<file path="src/hw/rtl/epm_pkg.sv">
`default_nettype none

package epm_pkg;

    localparam int POOL_DEPTH = 32;
    localparam int WORD_W     = 64;
    localparam int LANE_NUM   = 4;
    localparam int ROW_NUM    = POOL_DEPTH / LANE_NUM;
    localparam int ROW_AW     = $clog2(ROW_NUM);
    localparam int LANE_AW    = $clog2(LANE_NUM);
    localparam int IDX_W      = $clog2(POOL_DEPTH);
    localparam int QR_STAGES  = 4;

    // lanes of one row, in quarter-round roles
    localparam logic [LANE_AW-1:0] LANE_A = 2'd0;
    localparam logic [LANE_AW-1:0] LANE_B = 2'd1;
    localparam logic [LANE_AW-1:0] LANE_C = 2'd2;
    localparam logic [LANE_AW-1:0] LANE_D = 2'd3;

    localparam logic [5:0] ROT_0 = 6'd32;
    localparam logic [5:0] ROT_1 = 6'd24;
    localparam logic [5:0] ROT_2 = 6'd16;
    localparam logic [5:0] ROT_3 = 6'd63;

    localparam logic REQ_MIX  = 1'b0;
    localparam logic REQ_DRAW = 1'b1;

    typedef logic [LANE_NUM-1:0][WORD_W-1:0] t_row;

    typedef struct packed {
        logic              vld;
        logic [ROW_AW-1:0] row;
    } t_qr_tag;

    // word w lives in row {w[4], w[1:0]}, lane w[3:2]; each row is one quarter-round group
    function automatic logic [ROW_AW-1:0] word_row(input logic [IDX_W-1:0] w);
        return {w[IDX_W-1], w[LANE_AW-1:0]};
    endfunction

    function automatic logic [LANE_AW-1:0] word_lane(input logic [IDX_W-1:0] w);
        return w[IDX_W-2:LANE_AW];
    endfunction

    function automatic logic [WORD_W-1:0] rotl64(input logic [WORD_W-1:0] x,
                                                 input logic [5:0] n);
        return (x << n) | (x >> (7'd64 - {1'b0, n}));
    endfunction

    // a += b; d ^= a; d = rotl(d)
    function automatic t_row qr_step_ad(input t_row x, input logic [5:0] rot);
        t_row y;
        y = x;
        y[LANE_A] = x[LANE_A] + x[LANE_B];
        y[LANE_D] = rotl64(x[LANE_D] ^ y[LANE_A], rot);
        return y;
    endfunction

    // c += d; b ^= c; b = rotl(b)
    function automatic t_row qr_step_cb(input t_row x, input logic [5:0] rot);
        t_row y;
        y = x;
        y[LANE_C] = x[LANE_C] + x[LANE_D];
        y[LANE_B] = rotl64(x[LANE_B] ^ y[LANE_C], rot);
        return y;
    endfunction

endpackage

`default_nettype wire

</file>
<file path="src/hw/rtl/epm_pool_mem.sv">
`default_nettype none

module epm_pool_mem (
    input  wire logic                        i_clk,
    input  wire logic                        i_wr_en,
    input  wire logic [epm_pkg::ROW_AW-1:0]  i_wr_addr,
    input  wire epm_pkg::t_row               i_wr_data,
    input  wire logic                        i_rd_en,
    input  wire logic [epm_pkg::ROW_AW-1:0]  i_rd_addr,
    output epm_pkg::t_row                    o_rd_data
);

    epm_pkg::t_row r_mem [epm_pkg::ROW_NUM];
    epm_pkg::t_row r_rd_data;

    always_ff @(posedge i_clk) begin
        if (i_wr_en) begin
            r_mem[i_wr_addr] <= i_wr_data;
        end
    end

    always_ff @(posedge i_clk) begin
        if (i_rd_en) begin
            r_rd_data <= r_mem[i_rd_addr];
        end
    end

    assign o_rd_data = r_rd_data;

endmodule

`default_nettype wire

</file>
<file path="src/hw/rtl/epm_qr_unit.sv">
`default_nettype none

module epm_qr_unit (
    input  wire logic             i_clk,
    input  wire logic             i_rst_n,
    input  wire epm_pkg::t_qr_tag i_tag,
    input  wire epm_pkg::t_row    i_row,
    output epm_pkg::t_qr_tag      o_tag,
    output epm_pkg::t_row         o_row
);

    epm_pkg::t_qr_tag r_tag [epm_pkg::QR_STAGES];
    epm_pkg::t_row    r_row [epm_pkg::QR_STAGES];
    epm_pkg::t_row    n_row [epm_pkg::QR_STAGES];

    // one add-xor-rotate step per stage
    always_comb begin
        n_row[0] = epm_pkg::qr_step_ad(i_row,    epm_pkg::ROT_0);
        n_row[1] = epm_pkg::qr_step_cb(r_row[0], epm_pkg::ROT_1);
        n_row[2] = epm_pkg::qr_step_ad(r_row[1], epm_pkg::ROT_2);
        n_row[3] = epm_pkg::qr_step_cb(r_row[2], epm_pkg::ROT_3);
    end

    always_ff @(posedge i_clk) begin
        if (!i_rst_n) begin
            for (int s = 0; s < epm_pkg::QR_STAGES; s++) begin
                r_tag[s] <= '0;
            end
        end else begin
            r_tag[0] <= i_tag;
            for (int s = 1; s < epm_pkg::QR_STAGES; s++) begin
                r_tag[s] <= r_tag[s-1];
            end
        end
    end

    always_ff @(posedge i_clk) begin
        for (int s = 0; s < epm_pkg::QR_STAGES; s++) begin
            r_row[s] <= n_row[s];
        end
    end

    assign o_tag = r_tag[epm_pkg::QR_STAGES-1];
    assign o_row = r_row[epm_pkg::QR_STAGES-1];

endmodule

`default_nettype wire

</file>
<file path="src/hw/rtl/entropy_pool_mixer_core.sv">
`default_nettype none

// channel  | valid    | ready    | payload
// ---------+----------+----------+-----------------------------
// request  | i_valid  | o_ready  | i_req_type, i_input_word
// result   | o_valid  | i_ready  | o_random_word
//
// a new request is not taken until a transaction's row 0 is written back: the 8 pool
// rows are read one per cycle from the pool memory and each passes through the
// 4-stage quarter-round pipeline before it is written back; row 0 is written last.
// a draw result enters the output register as row 0 is written back, or the skid entry if full.
// reset clears the row valid bits at once; an unwritten row reads as zero.
// a stalled result waits in the output register, a second one in a skid entry;
// a new request is taken while a result waits, as long as the skid entry is free.

module entropy_pool_mixer_core (
    input  wire logic                        i_clk,
    input  wire logic                        i_rst_n,
    input  wire logic                        i_valid,
    output logic                             o_ready,
    input  wire logic                        i_req_type,
    input  wire logic [epm_pkg::WORD_W-1:0]  i_input_word,
    output logic                             o_valid,
    input  wire logic                        i_ready,
    output logic      [epm_pkg::WORD_W-1:0]  o_random_word
);

    typedef enum logic [1:0] {
        S_IDLE = 2'b01,
        S_RUN  = 2'b10
    } t_state;

    localparam logic [epm_pkg::IDX_W-1:0]  W0_IDX  = '0;
    localparam logic [epm_pkg::IDX_W-1:0]  W1_IDX  = epm_pkg::IDX_W'(1);
    localparam logic [epm_pkg::IDX_W-1:0]  W16_IDX = epm_pkg::IDX_W'(epm_pkg::POOL_DEPTH / 2);
    localparam logic [epm_pkg::ROW_AW-1:0] LAST_CNT = epm_pkg::ROW_AW'(epm_pkg::ROW_NUM - 1);

    t_state                          r_state, n_state;
    logic [epm_pkg::IDX_W-1:0]       r_widx;
    logic                            r_draw;
    logic [epm_pkg::WORD_W-1:0]      r_word;
    logic                            r_issue;
    logic [epm_pkg::ROW_AW-1:0]      r_rd_cnt;
    logic [epm_pkg::ROW_NUM-1:0]     r_row_init;
    logic                            r_rd_vld;
    logic [epm_pkg::ROW_AW-1:0]      r_rd_row;
    logic                            r_rd_init;
    logic [epm_pkg::WORD_W-1:0]      r_w1, r_w16;
    logic                            r_out_vld, n_out_vld;
    logic [epm_pkg::WORD_W-1:0]      r_out_data, n_out_data;
    logic                            r_skid_vld, n_skid_vld;
    logic [epm_pkg::WORD_W-1:0]      r_skid_data, n_skid_data;

    logic                            in_fire, out_take;
    logic [epm_pkg::ROW_AW-1:0]      rd_addr;
    epm_pkg::t_row                   rd_data;
    epm_pkg::t_row                   row_in;
    epm_pkg::t_qr_tag                qr_in_tag, wb_tag;
    epm_pkg::t_row                   wb_row, wr_data;
    logic                            wb_last, res_fire;
    logic [epm_pkg::WORD_W-1:0]      res_word;

    assign o_ready  = (r_state == S_IDLE) && !r_skid_vld;
    assign in_fire  = i_valid && o_ready;
    assign out_take = r_out_vld && i_ready;

    // rows go out in the order 1..7 then 0, so word 1 is known before row 0 is written
    assign rd_addr = r_rd_cnt + epm_pkg::ROW_AW'(1);

    epm_pool_mem u_mem (
        .i_clk     (i_clk),
        .i_wr_en   (wb_tag.vld),
        .i_wr_addr (wb_tag.row),
        .i_wr_data (wr_data),
        .i_rd_en   (r_issue),
        .i_rd_addr (rd_addr),
        .o_rd_data (rd_data)
    );

    // seed injection lands on the one row that holds the indexed word
    always_comb begin
        row_in = r_rd_init ? rd_data : '0;
        if (r_rd_row == epm_pkg::word_row(r_widx)) begin
            row_in[epm_pkg::word_lane(r_widx)] = row_in[epm_pkg::word_lane(r_widx)] ^ r_word;
        end
        qr_in_tag.vld = r_rd_vld;
        qr_in_tag.row = r_rd_row;
    end

    epm_qr_unit u_qr (
        .i_clk   (i_clk),
        .i_rst_n (i_rst_n),
        .i_tag   (qr_in_tag),
        .i_row   (row_in),
        .o_tag   (wb_tag),
        .o_row   (wb_row)
    );

    assign wb_last  = wb_tag.vld && (wb_tag.row == epm_pkg::word_row(W0_IDX));
    assign res_fire = wb_last && (r_draw == epm_pkg::REQ_DRAW);
    assign res_word = wb_row[epm_pkg::word_lane(W0_IDX)] ^ r_w16;

    always_comb begin
        wr_data = wb_row;
        if (res_fire) begin
            wr_data[epm_pkg::word_lane(W0_IDX)] = wb_row[epm_pkg::word_lane(W0_IDX)] + r_w1;
        end
    end

    always_comb begin
        n_state = r_state;
        case (r_state)
            S_IDLE:  if (in_fire) n_state = S_RUN;
            S_RUN:   if (wb_last) n_state = S_IDLE;
            default: n_state = S_IDLE;
        endcase
    end

    always_comb begin
        n_out_vld   = r_out_vld;
        n_out_data  = r_out_data;
        n_skid_vld  = r_skid_vld;
        n_skid_data = r_skid_data;
        if (out_take) begin
            n_out_vld  = r_skid_vld;
            n_out_data = r_skid_data;
            n_skid_vld = 1'b0;
        end
        if (res_fire) begin
            if (!n_out_vld) begin
                n_out_vld  = 1'b1;
                n_out_data = res_word;
            end else begin
                n_skid_vld  = 1'b1;
                n_skid_data = res_word;
            end
        end
    end

    always_ff @(posedge i_clk) begin
        if (!i_rst_n) begin
            r_state    <= S_IDLE;
            r_widx     <= '0;
            r_issue    <= 1'b0;
            r_rd_cnt   <= '0;
            r_row_init <= '0;
            r_rd_vld   <= 1'b0;
            r_out_vld  <= 1'b0;
            r_skid_vld <= 1'b0;
        end else begin
            r_state    <= n_state;
            r_out_vld  <= n_out_vld;
            r_skid_vld <= n_skid_vld;
            r_rd_vld   <= r_issue;
            if (in_fire) begin
                r_issue  <= 1'b1;
                r_rd_cnt <= '0;
            end else if (r_issue) begin
                r_rd_cnt <= r_rd_cnt + epm_pkg::ROW_AW'(1);
                if (r_rd_cnt == LAST_CNT) begin
                    r_issue <= 1'b0;
                end
            end
            if (wb_tag.vld) begin
                r_row_init[wb_tag.row] <= 1'b1;
            end
            if (wb_last) begin
                r_widx <= r_widx + epm_pkg::IDX_W'(1);
            end
        end
    end

    always_ff @(posedge i_clk) begin
        r_out_data  <= n_out_data;
        r_skid_data <= n_skid_data;
        if (in_fire) begin
            r_draw <= i_req_type;
            r_word <= i_input_word;
        end
        if (r_issue) begin
            r_rd_row  <= rd_addr;
            r_rd_init <= r_row_init[rd_addr];
        end
        if (wb_tag.vld && wb_tag.row == epm_pkg::word_row(W1_IDX)) begin
            r_w1 <= wb_row[epm_pkg::word_lane(W1_IDX)];
        end
        if (wb_tag.vld && wb_tag.row == epm_pkg::word_row(W16_IDX)) begin
            r_w16 <= wb_row[epm_pkg::word_lane(W16_IDX)];
        end
    end

    assign o_valid       = r_out_vld;
    assign o_random_word = r_out_data;

    a_busy_after_accept: assert property (@(posedge i_clk) disable iff (!i_rst_n)
        in_fire |=> !o_ready)
        else $error("request accepted while a transaction is in flight");

    a_wb_only_when_running: assert property (@(posedge i_clk) disable iff (!i_rst_n)
        wb_tag.vld |-> r_state == S_RUN)
        else $error("pool write-back outside a transaction");

    a_no_read_when_idle: assert property (@(posedge i_clk) disable iff (!i_rst_n)
        r_issue |-> r_state == S_RUN)
        else $error("pool read issued while idle");

    a_skid_behind_out: assert property (@(posedge i_clk) disable iff (!i_rst_n)
        r_skid_vld |-> r_out_vld)
        else $error("skid entry filled with output register empty");

    a_result_slot_free: assert property (@(posedge i_clk) disable iff (!i_rst_n)
        res_fire |-> !r_skid_vld)
        else $error("draw result finished with no free output slot");

endmodule

`default_nettype wire
</file>
<file path="config.mk">
export PLATFORM = sky130hd
export DESIGN_NAME = entropy_pool_mixer_core
export DESIGN_NICKNAME = d
export VERILOG_FILES = /design/src/hw/rtl/epm_pkg.sv /design/src/hw/rtl/epm_pool_mem.sv /design/src/hw/rtl/epm_qr_unit.sv /design/src/hw/rtl/entropy_pool_mixer_core.sv
export SDC_FILE = /design/constraint.sdc
export NUM_CORES = 2
export LEC_CHECK = 0
export BUFFER_PORTS_ARGS = -buffer_cell sky130_fd_sc_hd__clkbuf_2
export CAP_MARGIN = 15
export CORE_UTILIZATION = 35
export DETAILED_ROUTE_END_ITERATION = 7
export GPL_TIMING_DRIVEN = 0
export PLACE_DENSITY = 0.51
export SYNTH_ARGS = -nofsm -noshare
export SYNTH_HDL_FRONTEND = slang
export SYNTH_SLANG_ARGS = --single-unit
</file>
<file path="constraint.sdc">
create_clock -name i_clk -period 49.7 [get_ports i_clk]
set_clock_uncertainty 0.2 [all_clocks]
set_input_delay 7.455 -clock i_clk [delete_from_list [all_inputs] [get_ports i_clk]]
set_output_delay 7.455 -clock i_clk [all_outputs]
set_load 0.01 [all_outputs]
</file>
Word level (Yosys, flattened, before mapping) --
Memories as Yosys holds them, arrays and structs flattened. A register that Yosys moved wholly into a read port is not among the register bits. Index checks and enable logic that the tools add are counted.
Cells by class: reduce and logical (&&, ||, !) cells 14, magnitude comparators 5, add/subtract/negate cells 7, muxes and demuxes 34, equality and inequality tests 8, bitwise gates (word level) 16
Operator list (count):
- $mux W256 | 2
- $mux W64 | 6
- $xor A64 B64 Y64 | 6
- $add A64 B64 Y64 | 5
- $bwmux W256 | 1
- $bmux W64 S2 | 1
- $demux W64 S2 | 1
- $or A64 B16 Y64 | 1
- $or A64 B24 Y64 | 1
- $or A64 B32 Y64 | 1
- $or A64 B63 Y64 | 1
- $mux W4 | 4
- $mux W1 | 14
- $logic_and A1 B1 Y1 | 9
- $lt A3 B4 Y1 const B | 2
- $or A8 B8 Y8 | 1
- $eq A3 B3 Y1 const B | 2
- $add A5 B1 Y5 const B | 1
- $mux W2 | 2
- $ne A2 B2 Y1 const B | 2
- $or A1 B1 Y1 | 4
- $pmux W2 S2 | 1
- $reduce_and A2 Y1 | 2
- $add A3 B1 Y3 const B | 1
- 13 further kinds | 13
Word-level totals: bits of input ports 69, output and inout port bits 66, logic and storage cells 103, memories 3, memory bits (writable) 3088, bits in registers 347
Memories:
- u_mem.r_mem | depth 8, width 256, read ports 1, clocked after Yosys merged registers in 1, wr ports 1, RTL line epm_pool_mem.sv:13 | epm_pkg::t_row r_mem [epm_pkg::ROW_NUM];
- u_qr.r_row | depth 4, width 256, read ports 4, clocked after Yosys merged registers in 0, wr ports 4, RTL line epm_qr_unit.sv:13 | epm_pkg::t_row r_row [epm_pkg::QR_STAGES];
- u_qr.r_tag | depth 4, width 4, read ports 4, clocked after Yosys merged registers in 0, wr ports 4, RTL line epm_qr_unit.sv:12 | epm_pkg::t_qr_tag r_tag [epm_pkg::QR_STAGES];

Longest topological paths before layout --
depth after elaboration 9, mapped depth 24, mapped depth without buffers 20

Cells and area by module --
Synthesis repeated with hierarchy kept, for this count alone.
Second synthesis, totals: cell total of the unflattened synthesis 9282, area, all modules 145274.3 µm²
Modules (own cells, without submodules):
- epm_pool_mem | instances 1, area each 84602.4 µm², cells each 3227, sequential area each 69186.4 µm²
- epm_qr_unit | instances 1, area each 38554.5 µm², cells each 3578, sequential area each 20820.0 µm²
- entropy_pool_mixer_core | instances 1, area each 22117.5 µm², cells each 2477, sequential area each 9559.2 µm²

Least setup slack after synthesis --
Ideal clock, no wire load.
path kind register -> register, from memory u_qr.r_tag[3][1] in the netlist's numbering, to register r_skid_data[0] in the netlist's numbering (enable), library setup time 0.488 ns, path slack 25.442 ns, arrival 23.570 ns, stages on the path, launching flop included 6, data required time 49.012 ns, buffers on the path 1, clock period less this slack 24.258 ns, path through dfxtp_1 > nand2b_1 > nor3_1 > nand2_1 > clkbuf_1 > nor2_1
RTL lines:
- from (decl) | RTL line epm_qr_unit.sv:12
- to (signal assigned) | RTL line entropy_pool_mixer_core.sv:175 | r_skid_data <= n_skid_data;
- to (decl) | RTL line entropy_pool_mixer_core.sv:52 | logic [epm_pkg::WORD_W-1:0] r_skid_data, n_skid_data;

==> results.json <==
{
  "required_ps": 50300,
  "grt_max_degree": 51,
  "root_buffer": "clkbuf_16",
  "routed_wl_microns": 502000,
  "cp-end-kind": "register",
  "htreeDepth": 5,
  "period_share_pct": 20.4,
  "synthesis.area_sq_mm": 0.143,
  "num_vias": 82100,
  "worst_pin_slew_ps": 1460,
  "ir_drop_mv": 0.0296,
  "synth_edf_count": 2565,
  "cap_violations": 0,
  "crit_end": "u_qr.r_row[0][211]",
  "cts-hold-fix-buffers": 0,
  "grt_pass1_wl_microns": 678000,
  "grt_pass1_vias": 81200,
  "drive_gt1_share_pct": 19.5,
  "startpoint": "r_rd_init",
  "drt_iter0_markers": 8478,
  "wire_per_inst_microns": 32.6,
  "io_pins": 135,
  "dieArea_sq_mm": 0.412,
  "rows": 234,
  "track_usage_pct": 24.0,
  "critPathArrivalTime_ps": 10730,
  "setup_viol": 0,
  "status": "finished, final reports clean",
  "die_w_microns": 642,
  "die_h_microns": 642,
  "layout_commonest_cell": "edfxtp_1",
  "r2r_end": "u_qr.r_row[0][211]",
  "overflow": 0,
  "initial_core_util_pct": 35.2,
  "synth_nets": 9150,
  "numPortBuffers": 134,
  "antenna_left": 0,
  "drt-pass1-iter-count": 6,
  "dp_hpwl_microns": 385000,
  "most-common-layout-cells": "2565 x edfxtp_1, 1125 x dfxtp_1, 575 x mux4_2",
  "rr_worst_depth": 19,
  "final_util_pct": 41.3,
  "cts_tree": "done",
  "setup_tns_ps": 0,
  "hold_path.class": "register to register",
  "antenna_found_initial": 118,
  "p_per_area_mw_per_mm2": 59.3,
  "cp_max_fo": 10,
  "path_clk_slew_ps": 60,
  "ys.flop_type": "edfxtp_1",
  "period_minus_slack_ps": 10130,
  "yosys_warnings": 0,
  "cts_setup_buffers": 0,
  "syn_inst": 8759,
  "core_sq_mm": 0.407,
  "r2r_setup_slack_ps": 39570,
  "fin_nets": 9903,
  "ys_types": 104,
  "max_freq_ghz": 0.0987,
  "leakage_nw": 58.9,
  "synthToLayoutAreaGrowth_pct": 17.4,
  "r2r-start": "r_rd_init",
  "worstSkewPairLatency_ps": 1010,
  "drc": 0,
  "cts_buffers": 389,
  "slew_headroom_pct": 2.36,
  "cts_buffer_depth": 4,
  "post_cts_resize_count": 0,
  "avgSynthCellArea_sq_um": 16.4,
  "ys_async_sr_fraction_pct": 0,
  "crit_type": "register to register",
  "place_congestion": 0.983,
  "yosysSeqAreaShare_pct": 69.5,
  "clock-sinks": 3691,
  "hold_violations": 0,
  "finalMaxSlewViolations": 0,
  "viasPerCell": 5.33,
  "ys_seq_elements": 3691,
  "crit_path_start_kind": "register",
  "rsz0062_at_grt": "false"
}
[power by group]
part	switching, W	total (W)	internal [W]
sequential	0.000539	0.00451	0.00397
clock	0.00126	0.00298	0.00172
combinational	0.00176	0.00248	0.000724
total	0.00356	0.00997	0.00641
[cells in the mapped netlist, drive strengths merged, types with 24 or more instances]
cell type,instances,area (sq um)
a211oi,30,225
a21o,218,1640
a21oi,387,1950
a31oi,50,319
and2,50,313
and3,43,269
buf,87,348
clkbuf,309,1160
dfxtp,1126,22500
edfxtp,2565,77000
ha,317,3970
inv,76,285
mux2,260,2930
mux2i,78,781
mux4,575,12900
nand2,312,1170
nand2b,42,263
nand3,320,1600
nand4,68,425
nor2,228,856
nor2b,46,288
nor3,44,241
o21a,49,368
o21ai,472,2370
o21bai,72,541
o31ai,24,233
xnor2,228,2060
xor2,479,4200
[per-stage QoR]
stage	total power (W)	cell area [sq um]	instances	setup WS, ps	hold WS, ps
after floorplan	0.00554	143000	8759	25440	110
after global placement	0.00693	151000	14300	-8290	111
after detailed placement	0.00695	154000	14500	39760	112
after CTS	0.00996	168000	15300	39690	103
after global routing	0.0103	168000	15400	39590	109
final	0.00997	168000	15400	39570	104
[worst min path at each step]
stage / endpoint / slack [ps] / depth (start not counted) / start
finish: u_qr.r_row[2][168] / 100 / 0 / u_qr.r_row[1][168]
global route: u_qr.r_row[3][0] / 110 / 0 / u_qr.r_row[2][0]
CTS: u_qr.r_row[2][168] / 100 / 0 / u_qr.r_row[1][168]
detailed placement: u_qr.r_row[2][142] / 110 / 0 / u_qr.r_row[1][142]
global placement: u_qr.r_row[2][190] / 110 / 0 / u_qr.r_row[1][190]
floorplan: u_qr.r_row[1][0] / 110 / 0 / u_qr.r_row[0][0]
[area by class of cell]
cell class | instances | area, sq um
fillers | 36600 | 239000
flip-flops and latches | 3691 | 99600
multi-input cells | 4596 | 42000
clock buffers | 539 | 11100
well taps | 5428 | 6790
repair buffers | 362 | 4470
clock inverters | 193 | 2170
plain buffers | 396 | 1540
diodes | 116 | 290
inverters | 76 | 285
[metal layers]
layer | part of all wire, % | vias up | track usage, %
li1 | - | 35400 | -
met1 | 43 | 43000 | 33.4
met2 | 45 | 2991 | 37.1
met3 | 6.0 | 664 | 3.25
met4 | 5.3 | 12 | 11.5
met5 | 0.015 | - | 0
[registers in the layout, indices dropped and copies added (netlist names), 2 cells and up]
| register | cells |
|---|---|
| u_mem.r_mem | 2048 |
| u_qr.r_row | 1024 |
| u_mem.o_rd_data | 256 |
| o_random_word | 64 |
| r_skid_data | 64 |
| r_w16 | 64 |
| r_w1 | 64 |
| r_word | 64 |
| u_qr.r_tag | 16 |
| r_row_init | 8 |
| r_widx | 5 |
| r_rd_cnt | 3 |
| r_rd_row | 3 |
| r_state | 2 |
[cell families after synthesis]
kind of cell               Yosys count  share of synthesized area (%)
adders and majority gates          323                           2.85
buffers and inverters              472                           1.25
AOI/OAI and AO/OA                 1443                           6.26
DFF                               3691                           69.5
muxes                              913                           11.6
xor gates and xnor gates           710                           4.42
and+or+nand+nor                   1207                           4.08
[worst max-delay path, stage by stage, from the launching register on]
cell	delay, ps
edfxtp_1	540
clkbuf_1	490
clkbuf_1	560
clkbuf_1	1000
clkbuf_1	950
clkbuf_1	940
nand3_1	130
o21ai_0	210
ha_1	310
a211oi_1	320
o21bai_1	170
o21ai_0	550
o211ai_1	300
a31oi_1	550
o311ai_4	260
a21o_1	300
a31oi_1	450
o21bai_1	170
xnor2_1	610
xor2_1	840
Power figures use the tool's default switching activity.
